## src/design/transparent_run_length_encoder_macros.svh

```systemverilog
// Assertion macros shared by the encoder modules.
// All checks are clocked on clock and disabled while reset is high.
`ifndef TRANSPARENT_RUN_LENGTH_ENCODER_MACROS_SVH
`define TRANSPARENT_RUN_LENGTH_ENCODER_MACROS_SVH

`ifndef NO_ASSERTIONS

`define TRLE_ASSERT_ALWAYS(label, cond) \
   label: assert property (@(posedge clock) disable iff (reset) (cond)) \
      else $error("trle: invariant violated");

`define TRLE_ASSERT_IMPLY(label, ante, cons) \
   label: assert property (@(posedge clock) disable iff (reset) (ante) |-> (cons)) \
      else $error("trle: implication violated");

`define TRLE_ASSERT_NEXT(label, ante, cons) \
   label: assert property (@(posedge clock) disable iff (reset) (ante) |=> (cons)) \
      else $error("trle: next-cycle check violated");

`else

`define TRLE_ASSERT_ALWAYS(label, cond)

`define TRLE_ASSERT_IMPLY(label, ante, cons)

`define TRLE_ASSERT_NEXT(label, ante, cons)

`endif

`endif

```

## src/design/trle_pkg.sv

```systemverilog
package trle_pkg;

   localparam logic [12:0] MAX_WIDTH    = 13'd4096;
   localparam logic [12:0] MAX_ROWS     = 13'd4096;
   localparam logic [6:0]  MAX_RUN      = 7'd127;
   localparam logic [7:0]  ROW_END_MARK = 8'h80;
   localparam int          LIT_DEPTH    = 128;

   // configuration register indexes
   localparam logic CSR_ROW_WIDTH = 1'b0;
   localparam logic CSR_ROW_COUNT = 1'b1;

   // byte sources for the emit path
   localparam logic [1:0] SRC_HDR  = 2'd0;
   localparam logic [1:0] SRC_LIT  = 2'd1;
   localparam logic [1:0] SRC_MARK = 2'd2;

   typedef struct packed {
      logic       load;     // capture the request pixel
      logic       append;   // add the pixel to the open run
      logic       close;    // empty the open run
      logic       advance;  // step column and row positions
      logic       emit;     // send one byte into the packing word
      logic [1:0] src;
      logic [1:0] lane;
      logic       push;     // move the packing word to the output register
      logic       final_item;
      logic [2:0] count;
   } cmd_type;

   typedef struct packed {
      logic active;       // column is inside the row's pixels
      logic close_first;  // the pixel ends the open run
      logic row_end;      // the pixel is the last of its row
      logic run_trans;    // the open run is transparent
      logic lit_last;     // literal read index is at the last stored byte
      logic out_free;     // the output register can take a word
   } status_type;

endpackage

```

## src/design/trle_ctrl.sv

```systemverilog
`include "transparent_run_length_encoder_macros.svh"

module trle_ctrl
   import trle_pkg::*;
(
   input  logic       clock,
   input  logic       reset,
   input  logic       req_valid,
   output logic       req_stall,
   input  status_type status,
   output cmd_type    cmd
);

   localparam logic [3:0] S_IDLE   = 4'd0;
   localparam logic [3:0] S_EVAL   = 4'd1;
   localparam logic [3:0] S_HDR1   = 4'd2;
   localparam logic [3:0] S_LIT1   = 4'd3;
   localparam logic [3:0] S_APPEND = 4'd4;
   localparam logic [3:0] S_ROWEND = 4'd5;
   localparam logic [3:0] S_HDR2   = 4'd6;
   localparam logic [3:0] S_LIT2   = 4'd7;
   localparam logic [3:0] S_MARK   = 4'd8;
   localparam logic [3:0] S_PUSH   = 4'd9;
   localparam logic [3:0] S_DONE   = 4'd10;

   logic [3:0] state_ff, state_in;
   logic [3:0] resume_ff, resume_in;
   logic [2:0] fill_ff, fill_in;
   logic       final_ff, final_in;

   logic [3:0] after_emit;
   logic       last_byte;

   always_comb begin
      cmd        = '0;
      state_in   = state_ff;
      resume_in  = resume_ff;
      fill_in    = fill_ff;
      final_in   = final_ff;
      after_emit = state_ff;
      last_byte  = 1'b0;
      cmd.lane   = fill_ff[1:0];

      unique case (state_ff)
         S_IDLE: begin
            if (req_valid) begin
               cmd.load = 1'b1;
               state_in = S_EVAL;
            end
         end
         S_EVAL: begin
            if (!status.active) begin
               cmd.advance = 1'b1;
               state_in    = S_IDLE;
            end else if (status.close_first) begin
               state_in = S_HDR1;
            end else begin
               cmd.append = 1'b1;
               if (status.row_end) begin
                  state_in = S_ROWEND;
               end else begin
                  cmd.advance = 1'b1;
                  state_in    = S_IDLE;
               end
            end
         end
         S_HDR1: begin
            cmd.emit   = 1'b1;
            cmd.src    = SRC_HDR;
            cmd.close  = status.run_trans;
            last_byte  = status.run_trans && !status.row_end;
            after_emit = status.run_trans ? S_APPEND : S_LIT1;
         end
         S_LIT1: begin
            cmd.emit   = 1'b1;
            cmd.src    = SRC_LIT;
            cmd.close  = status.lit_last;
            last_byte  = status.lit_last && !status.row_end;
            after_emit = status.lit_last ? S_APPEND : S_LIT1;
         end
         S_APPEND: begin
            cmd.append = 1'b1;
            if (status.row_end) begin
               state_in = S_ROWEND;
            end else begin
               cmd.advance = 1'b1;
               state_in    = S_IDLE;
            end
         end
         S_ROWEND: begin
            state_in = status.run_trans ? S_MARK : S_HDR2;
         end
         S_HDR2: begin
            cmd.emit   = 1'b1;
            cmd.src    = SRC_HDR;
            after_emit = S_LIT2;
         end
         S_LIT2: begin
            cmd.emit   = 1'b1;
            cmd.src    = SRC_LIT;
            after_emit = status.lit_last ? S_MARK : S_LIT2;
         end
         S_MARK: begin
            cmd.emit   = 1'b1;
            cmd.src    = SRC_MARK;
            cmd.close  = 1'b1;
            last_byte  = 1'b1;
            after_emit = S_DONE;
         end
         S_PUSH: begin
            if (status.out_free) begin
               cmd.push       = 1'b1;
               cmd.count      = fill_ff;
               cmd.final_item = final_ff;
               fill_in        = '0;
               state_in       = resume_ff;
            end
         end
         S_DONE: begin
            cmd.advance = 1'b1;
            state_in    = S_IDLE;
         end
         default: begin
            state_in = S_IDLE;
         end
      endcase

      // a full word or the step's last byte goes out before anything else
      if (cmd.emit) begin
         fill_in = fill_ff + 3'd1;
         if (fill_ff == 3'd3 || last_byte) begin
            state_in  = S_PUSH;
            resume_in = after_emit;
            final_in  = last_byte;
         end else begin
            state_in = after_emit;
         end
      end
   end

   assign req_stall = (state_ff != S_IDLE);

   always_ff @(posedge clock) begin
      if (reset) begin
         state_ff  <= S_IDLE;
         resume_ff <= S_IDLE;
         fill_ff   <= '0;
         final_ff  <= 1'b0;
      end else begin
         state_ff  <= state_in;
         resume_ff <= resume_in;
         fill_ff   <= fill_in;
         final_ff  <= final_in;
      end
   end

   `TRLE_ASSERT_IMPLY(a_emit_has_room, cmd.emit, fill_ff < 3'd4)
   `TRLE_ASSERT_IMPLY(a_idle_word_empty, state_ff == S_IDLE, fill_ff == 3'd0)
   `TRLE_ASSERT_IMPLY(a_push_not_empty, state_ff == S_PUSH, fill_ff != 3'd0)

endmodule

```

## src/design/trle_dpath.sv

```systemverilog
`include "transparent_run_length_encoder_macros.svh"

module trle_dpath
   import trle_pkg::*;
(
   input  logic        clock,
   input  logic        reset,
   input  logic        csr_write,
   input  logic        csr_index,
   input  logic [12:0] csr_data,
   input  logic [7:0]  req_pixel,
   input  cmd_type     cmd,
   output status_type  status,
   output logic        rsp_valid,
   input  logic        rsp_stall,
   output logic [7:0]  rsp_byte_a,
   output logic [7:0]  rsp_byte_b,
   output logic [7:0]  rsp_byte_c,
   output logic [7:0]  rsp_byte_d,
   output logic [2:0]  rsp_byte_count,
   output logic        rsp_last_of_step,
   output logic        rsp_image_done
);

   logic [12:0] row_width_ff, row_width_in;
   logic [12:0] row_count_ff, row_count_in;
   logic [12:0] column_ff, column_in;
   logic [11:0] row_ff, row_in;
   logic        run_trans_ff, run_trans_in;
   logic [6:0]  run_len_ff, run_len_in;
   logic [7:0]  pixel_ff, pixel_in;
   logic [6:0]  lit_idx_ff, lit_idx_in;
   logic        land_v_ff;
   logic [1:0]  land_src_ff;
   logic [1:0]  land_lane_ff;
   logic [7:0]  hdr_ff, hdr_in;
   logic [7:0]  rd_data_ff;
   logic [7:0]  word_ff [4];
   logic [7:0]  word_in [4];
   logic [7:0]  word_next [4];
   logic        rsp_valid_ff, rsp_valid_in;
   logic [7:0]  out_byte_ff [4];
   logic [2:0]  out_count_ff;
   logic        out_last_ff;
   logic        out_done_ff;

   logic [7:0]  lit_store_ff [LIT_DEPTH];

   logic [12:0] width_eff;
   logic [12:0] count_eff;
   logic [12:0] padded;
   logic [12:0] count_m1;
   logic        last_row;
   logic        pixel_trans;
   logic [12:0] column_inc;
   logic [7:0]  land_byte;

   // clamp the configured geometry
   always_comb begin
      if (row_width_ff == 13'd0) begin
         width_eff = 13'd1;
      end else if (row_width_ff > MAX_WIDTH) begin
         width_eff = MAX_WIDTH;
      end else begin
         width_eff = row_width_ff;
      end
      if (row_count_ff == 13'd0) begin
         count_eff = 13'd1;
      end else if (row_count_ff > MAX_ROWS) begin
         count_eff = MAX_ROWS;
      end else begin
         count_eff = row_count_ff;
      end
   end

   assign padded      = (width_eff + 13'd3) & ~13'd3;
   assign count_m1    = count_eff - 13'd1;
   assign last_row    = (row_ff >= count_m1[11:0]);
   assign pixel_trans = (pixel_ff == 8'd0);
   assign column_inc  = column_ff + 13'd1;

   assign status.active      = (column_ff < width_eff);
   assign status.row_end     = (column_ff == width_eff - 13'd1);
   assign status.close_first = status.active && (run_len_ff != 7'd0) &&
                               ((pixel_trans != run_trans_ff) || (run_len_ff >= MAX_RUN));
   assign status.run_trans   = run_trans_ff;
   assign status.lit_last    = (lit_idx_ff == run_len_ff - 7'd1);
   assign status.out_free    = !rsp_valid_ff || !rsp_stall;

   always_comb begin
      row_width_in = row_width_ff;
      row_count_in = row_count_ff;
      if (csr_write) begin
         unique case (csr_index)
            CSR_ROW_WIDTH: row_width_in = csr_data;
            CSR_ROW_COUNT: row_count_in = csr_data;
         endcase
      end
   end

   // run and position state
   always_comb begin
      pixel_in     = cmd.load ? req_pixel : pixel_ff;
      run_len_in   = run_len_ff;
      run_trans_in = run_trans_ff;
      column_in    = column_ff;
      row_in       = row_ff;
      if (cmd.append) begin
         if (run_len_ff == 7'd0) begin
            run_trans_in = pixel_trans;
         end
         run_len_in = run_len_ff + 7'd1;
      end
      if (cmd.close) begin
         run_len_in = 7'd0;
      end
      if (cmd.advance) begin
         column_in = column_inc;
         if (column_inc >= padded) begin
            column_in  = 13'd0;
            run_len_in = 7'd0;
            row_in     = last_row ? 12'd0 : row_ff + 12'd1;
         end
      end
   end

   // emit side: header byte and literal read are registered and land in the cycle after the emit
   always_comb begin
      hdr_in     = run_trans_ff ? (ROW_END_MARK | {1'b0, run_len_ff}) : {1'b0, run_len_ff};
      lit_idx_in = lit_idx_ff;
      if (cmd.emit && cmd.src == SRC_HDR) begin
         lit_idx_in = 7'd0;
      end else if (cmd.emit && cmd.src == SRC_LIT) begin
         lit_idx_in = lit_idx_ff + 7'd1;
      end
   end

   always_comb begin
      case (land_src_ff)
         SRC_HDR:  land_byte = hdr_ff;
         SRC_LIT:  land_byte = rd_data_ff;
         SRC_MARK: land_byte = ROW_END_MARK;
         default:  land_byte = 8'd0;
      endcase
   end

   always_comb begin
      for (int i = 0; i < 4; i++) begin
         word_next[i] = word_ff[i];
      end
      if (land_v_ff) begin
         word_next[land_lane_ff] = land_byte;
      end
      for (int i = 0; i < 4; i++) begin
         word_in[i] = cmd.push ? 8'd0 : word_next[i];
      end
   end

   always_comb begin
      rsp_valid_in = rsp_valid_ff;
      if (cmd.push) begin
         rsp_valid_in = 1'b1;
      end else if (!rsp_stall) begin
         rsp_valid_in = 1'b0;
      end
   end

   always_ff @(posedge clock) begin
      if (reset) begin
         row_width_ff <= 13'd1;
         row_count_ff <= 13'd1;
         column_ff    <= '0;
         row_ff       <= '0;
         run_trans_ff <= 1'b0;
         run_len_ff   <= '0;
         land_v_ff    <= 1'b0;
         rsp_valid_ff <= 1'b0;
         for (int i = 0; i < 4; i++) begin
            word_ff[i] <= '0;
         end
      end else begin
         row_width_ff <= row_width_in;
         row_count_ff <= row_count_in;
         column_ff    <= column_in;
         row_ff       <= row_in;
         run_trans_ff <= run_trans_in;
         run_len_ff   <= run_len_in;
         land_v_ff    <= cmd.emit;
         rsp_valid_ff <= rsp_valid_in;
         for (int i = 0; i < 4; i++) begin
            word_ff[i] <= word_in[i];
         end
      end
   end

   always_ff @(posedge clock) begin
      pixel_ff     <= pixel_in;
      lit_idx_ff   <= lit_idx_in;
      hdr_ff       <= hdr_in;
      land_src_ff  <= cmd.src;
      land_lane_ff <= cmd.lane;
      if (cmd.push) begin
         for (int i = 0; i < 4; i++) begin
            out_byte_ff[i] <= word_next[i];
         end
         out_count_ff <= cmd.count;
         out_last_ff  <= cmd.final_item;
         out_done_ff  <= cmd.final_item && status.row_end && last_row;
      end
   end

   // literal store: written on append, read one byte per literal emit
   always_ff @(posedge clock) begin
      if (cmd.append) begin
         lit_store_ff[run_len_ff] <= pixel_ff;
      end
      rd_data_ff <= lit_store_ff[lit_idx_ff];
   end

   assign rsp_valid        = rsp_valid_ff;
   assign rsp_byte_a       = out_byte_ff[0];
   assign rsp_byte_b       = out_byte_ff[1];
   assign rsp_byte_c       = out_byte_ff[2];
   assign rsp_byte_d       = out_byte_ff[3];
   assign rsp_byte_count   = out_count_ff;
   assign rsp_last_of_step = out_last_ff;
   assign rsp_image_done   = out_done_ff;

   `TRLE_ASSERT_IMPLY(a_append_has_room, cmd.append, run_len_ff < MAX_RUN)
   `TRLE_ASSERT_IMPLY(a_lit_in_run, cmd.emit && cmd.src == SRC_LIT, lit_idx_ff < run_len_ff)
   `TRLE_ASSERT_IMPLY(a_push_when_free, cmd.push, !rsp_valid_ff || !rsp_stall)

endmodule

```

## src/design/transparent_run_length_encoder.sv

```systemverilog
// Transparent run-length encoder for 8-bit indexed sprite rows.
// Request channel: one padded row byte per request on req_pixel, taken when
// req_valid is high and req_stall is low. Padding bytes past row_width are
// dropped. Result channel: up to four coded bytes per item on rsp_byte_a..d,
// rsp_byte_count valid bytes (unused lanes read zero), rsp_last_of_step on the
// final item of a request and rsp_image_done on the item carrying the last
// row terminator of the image.
// Configuration: csr_write with csr_index 0 sets row_width, 1 sets row_count;
// write only while no request is in flight.
// On a run close or row end the literal store is read one byte per cycle through
// a single read port, pausing while each finished item is loaded into the output
// register, which waits while rsp_stall holds that register.
// Reset: synchronous; positions and run state clear, row_width and row_count
// return to 1, the output register empties. The literal store is not cleared.
// When rsp_stall holds the output register, the encoder keeps filling its
// packing word and then waits; a finished item does not block the next
// request from being taken.

module transparent_run_length_encoder
   import trle_pkg::*;
(
   input  logic        clock,
   input  logic        reset,
   input  logic        csr_write,
   input  logic        csr_index,
   input  logic [12:0] csr_data,
   input  logic        req_valid,
   output logic        req_stall,
   input  logic [7:0]  req_pixel,
   output logic        rsp_valid,
   input  logic        rsp_stall,
   output logic [7:0]  rsp_byte_a,
   output logic [7:0]  rsp_byte_b,
   output logic [7:0]  rsp_byte_c,
   output logic [7:0]  rsp_byte_d,
   output logic [2:0]  rsp_byte_count,
   output logic        rsp_last_of_step,
   output logic        rsp_image_done
);

   cmd_type    cmd;
   status_type status;

   // sequence each request: classify, drain a closed run, append, end row
   trle_ctrl u_ctrl (
      .clock     (clock),
      .reset     (reset),
      .req_valid (req_valid),
      .req_stall (req_stall),
      .status    (status),
      .cmd       (cmd)
   );

   // hold positions, run state, literal store, packing word, output register
   trle_dpath u_dpath (
      .clock            (clock),
      .reset            (reset),
      .csr_write        (csr_write),
      .csr_index        (csr_index),
      .csr_data         (csr_data),
      .req_pixel        (req_pixel),
      .cmd              (cmd),
      .status           (status),
      .rsp_valid        (rsp_valid),
      .rsp_stall        (rsp_stall),
      .rsp_byte_a       (rsp_byte_a),
      .rsp_byte_b       (rsp_byte_b),
      .rsp_byte_c       (rsp_byte_c),
      .rsp_byte_d       (rsp_byte_d),
      .rsp_byte_count   (rsp_byte_count),
      .rsp_last_of_step (rsp_last_of_step),
      .rsp_image_done   (rsp_image_done)
   );

endmodule
```

## config.mk

```make
export PLATFORM = sky130hd
export DESIGN_NAME = transparent_run_length_encoder
export DESIGN_NICKNAME = d
export VERILOG_FILES = /design/src/design/trle_pkg.sv /design/src/design/trle_ctrl.sv /design/src/design/trle_dpath.sv /design/src/design/transparent_run_length_encoder.sv
export VERILOG_INCLUDE_DIRS = /design/src /design/src/design
export SDC_FILE = /design/constraint.sdc
export NUM_CORES = 2
export LEC_CHECK = 0
export ABC_AREA = 1
export BUFFER_PORTS_ARGS = -buffer_cell sky130_fd_sc_hd__buf_2
export CAP_MARGIN = 20
export CORE_MARGIN = 3
export CORE_UTILIZATION = 40
export CTS_BUF_LIST = sky130_fd_sc_hd__clkbuf_4 sky130_fd_sc_hd__clkbuf_8
export CTS_CLUSTER_SIZE = 10
export DETAILED_ROUTE_END_ITERATION = 12
export PLACE_DENSITY_LB_ADDON = 0.12
export SYNTH_ARGS = -nofsm -noshare
export SYNTH_HDL_FRONTEND = slang
export SYNTH_SLANG_ARGS = --single-unit
```

## constraint.sdc

```tcl
create_clock -name clock -period 5.9 [get_ports clock]
set_clock_uncertainty 0.2 [all_clocks]
set_input_delay 0 -clock clock [delete_from_list [all_inputs] [get_ports clock]]
set_output_delay 0 -clock clock [all_outputs]
set_load 0.02 [all_outputs]
```

==> metrics.md <==
| Metric | Value |
|---|---|
| Sw power | 8490 uW |
| Hold crit path type | input pin to flip-flop |
| Cell Area, Synth | 49500 um2 |
| Post-synth EDFFs | 1069 |
| CP Max Fanout | 14 |
| Post-layout min period | 4.73 ns |
| Max incr delay on CP | 0.43 ns |
| Fin. max-slew vios | 0 |
| Fill cells | 11391 |
| Seq pwr share | 0.428 |
| Internal Power | 15500 uW |
| Row cnt | 128 |
| Clk root buf | clkbuf_8 |
| Final hold vios | 0 |
| Initial antenna violation count | 1 |
| GRT Total Usage | 0.223 |
| Starting DRT DRC Count | 3139 |
| Crit-path slowest cell | dfxtp_1 |
| Post-synth cell types | 51 |
| Max clock buf depth | 3 |
| RSZ-0062 raised after global routing | false |
| CTS tree | done |
| Ratio of final minimum period to clock period | 0.801 |
| Final setup vio count | 0 |
| Worst skew pair latency | 0.90 ns |
| Post-Route WL | 144000 um |
| Status | completed |
| Inserted Clock Buffers | 201 |
| Crit path launch type | flip-flop |
| Leak | 0.0190 uW |
| Most common cell after layout, fill and taps aside | edfxtp_1 |
| Post-route ant nets | 0 |
| Tot Pwr | 24000 uW |
| Die ar. | 128000 um2 |
| Yosys warnings | 0 |
| Post-detail-place hpwl | 84200 um |
| Fin nets | 4465 |
| Die Y-Extent | 358 um |
| Die X | 358 um |
| First-pass GRT wire length | 215000 um |
| PwrDens | 427 nW/um2 |
| Fmax | 0.211 GHz |
| GR Overflow Total | 0 |
| CP Capture Type | flip-flop |
| Clock sinks | 1201 |
| Most used cell, CP | nor2_1 |
| Peak supply drop | 251 uV |
| Register area share after synthesis | 0.702 |
| R2R Setup Slk | 1.17 ns |
| Seq cells post-synth | 1201 |
| Max cap viols | 0 |
| IO Count | 66 |
| Via/cell ratio | 5.53 |
| Synthesis-to-layout area growth | 13.5% |
| Starting Density | 0.404 |
| Core area | 122000 um2 |
| Vias in the first global route | 33553 |
| Ys flop type | edfxtp_1 |
| Port-buffer cells | 65 |
| Setup Fix Bufs, Post-CTS | 0 |
| Switching part of the total | 0.354 |
| Largest net degree at the start of global routing | 197 |
| CTS Hold Bufs | 67 |
| WP data arrival | 5.28 ns |
| DR DRC count | 0 |
| DRT Pass-1 Iters | 5 |
| Vias | 34177 |
| Clk pwr share | 0.306 |
| Worst-Margin Slew | 1.05 ns |
| Share of cells above drive strength 1 | 0.114 |
| Commonest cells after routing, fill and taps aside | edfxtp_1 (1069), nor2_1 (823), o21ai_0 (582) |
| Synth Instances | 4249 |
| Clk slew on worst S/H paths | 0.06 ns |
| Crit path buffers/inverters | 4 |
| Syn avg cell area | 11.6 um2 |
| H-tree Lvls | 4 |
| CP required | 6.46 ns |
| Critical path class | flip-flop to flip-flop |
| Avg WL per Cell | 23.3 um |
| Crit path max-delay family | simple AND/OR/NAND/NOR gates |
| CTS resizes | 0 |
| Comb power frac | 0.266 |
| Post-synth ARST share | 0 |
| Setup_tns | 0 ns |
| Relative slew slack | 0.298 |
| Mapped Nets | 4321 |
| Routability cong. | 0.886 |
==> tightest hold or removal path: cells and delay by family <==
family / cells / cell delay (ns)
buffers and inverters: 3 / 1.13
==> path summary, 6_finish.rpt <==
kind / startpoint / cells past startpoint / endpoint
worst max-delay path: u_dpath.row_width_ff[3]$_SDFFE_PP0P_ / 25 / u_dpath.run_len_ff[3]$_SDFF_PP0_
worst min-delay path: req_pixel[0] / 3 / u_dpath.pixel_ff[0]$_DFFE_PP_
worst max register to register: u_dpath.row_width_ff[3]$_SDFFE_PP0P_ / 25 / u_dpath.run_len_ff[3]$_SDFF_PP0_
worst min register to register: u_ctrl.fill_ff[0]$_SDFFE_PP0P_ / 0 / u_dpath.land_lane_ff[0]$_DFF_P_
==> flip-flops by register name (all words and copies together) (netlist names), 8 cells and up <==
name                  cells
u_dpath.lit_store_ff   1024
u_dpath.out_byte_ff      32
u_dpath.word_ff          32
u_dpath.column_ff        13
u_dpath.row_count_ff     13
u_dpath.row_width_ff     13
u_dpath.row_ff           12
u_dpath.hdr_ff            8
u_dpath.pixel_ff          8
u_dpath.rd_data_ff        8
==> cell usage after synthesis, drive strengths merged (4+ instances only) <==
cell type / instances / area [um2]
nor3: 21 / 105
buf: 24 / 129
nor2: 828 / 3120
dfxtp: 132 / 2640
nor4: 6 / 43.8
o221ai: 97 / 850
a31oi: 15 / 93.8
nand3: 145 / 736
ha: 45 / 563
a211oi: 27 / 203
o211ai: 28 / 210
nand2: 375 / 1430
o22ai: 167 / 1040
nand4: 36 / 225
xnor2: 14 / 123
nor3b: 4 / 30.0
clkbuf: 236 / 886
xor2: 37 / 324
inv: 186 / 698
or2: 26 / 163
a21oi: 115 / 579
o21ai: 585 / 2930
a221oi: 4 / 35.0
edfxtp: 1069 / 32100
==> cell families after synthesis <==
| kind of cell | after synthesis | share of synthesized area |
|---|---|---|
| AOI/OAI and AO/OA | 1061 | 0.124 |
| xor gates and xnor gates | 51 | 0.00903 |
| adders and majority gates | 45 | 0.0114 |
| buffers and inverters | 446 | 0.0346 |
| DFF | 1201 | 0.702 |
| and+or+nand+nor | 1445 | 0.119 |
==> metal layers <==
layer	GRT usage	part of all wire
met4	0.0708	0.027
met1	0.316	0.46
met2	0.355	0.46
met5	0	0
met3	0.0338	0.052
==> metrics by stage <==
step	instance area (um2)	setup WS, ns	cells	utilization	hold WS [ns]
6_report	56200	1.17	6180	0.459	0.169
5_1_grt	56200	0.777	6180	0.459	0.124
4_1_cts	56200	1.15	6178	0.459	0.0534
3_5_place_dp	51500	1.21	5747	0.421	-0.0213
3_3_place_gp	51500	1.26	5747	0.421	-0.0235
2_1_floorplan	49500	1.76	4249	-	-0.101
==> power by group through the flow <==
stage	clock, uW	sequential (uW)	combinational, uW
3_5_place_dp	0	10400	6350
2_1_floorplan	0	10500	3540
6_report	7340	10300	6390
4_1_cts	7510	10300	6390
5_1_grt	7910	10300	6940
3_3_place_gp	0	10400	6370
==> final cells by class <==
type                            count  area [um2]  area share
Sequential cell                  1201       34800       0.619
Multi-Input combinational cell   2602       13100       0.233
Inverter                          186         713      0.0127
Antenna cell                        1        2.50   0.0000445
Tap cell                         1625        2030      0.0362
Clock inverter                     65         390     0.00695
Clock buffer                      299        3590      0.0639
Timing Repair Buffer              201        1630      0.0290
Power figures use the tool's default switching activity.
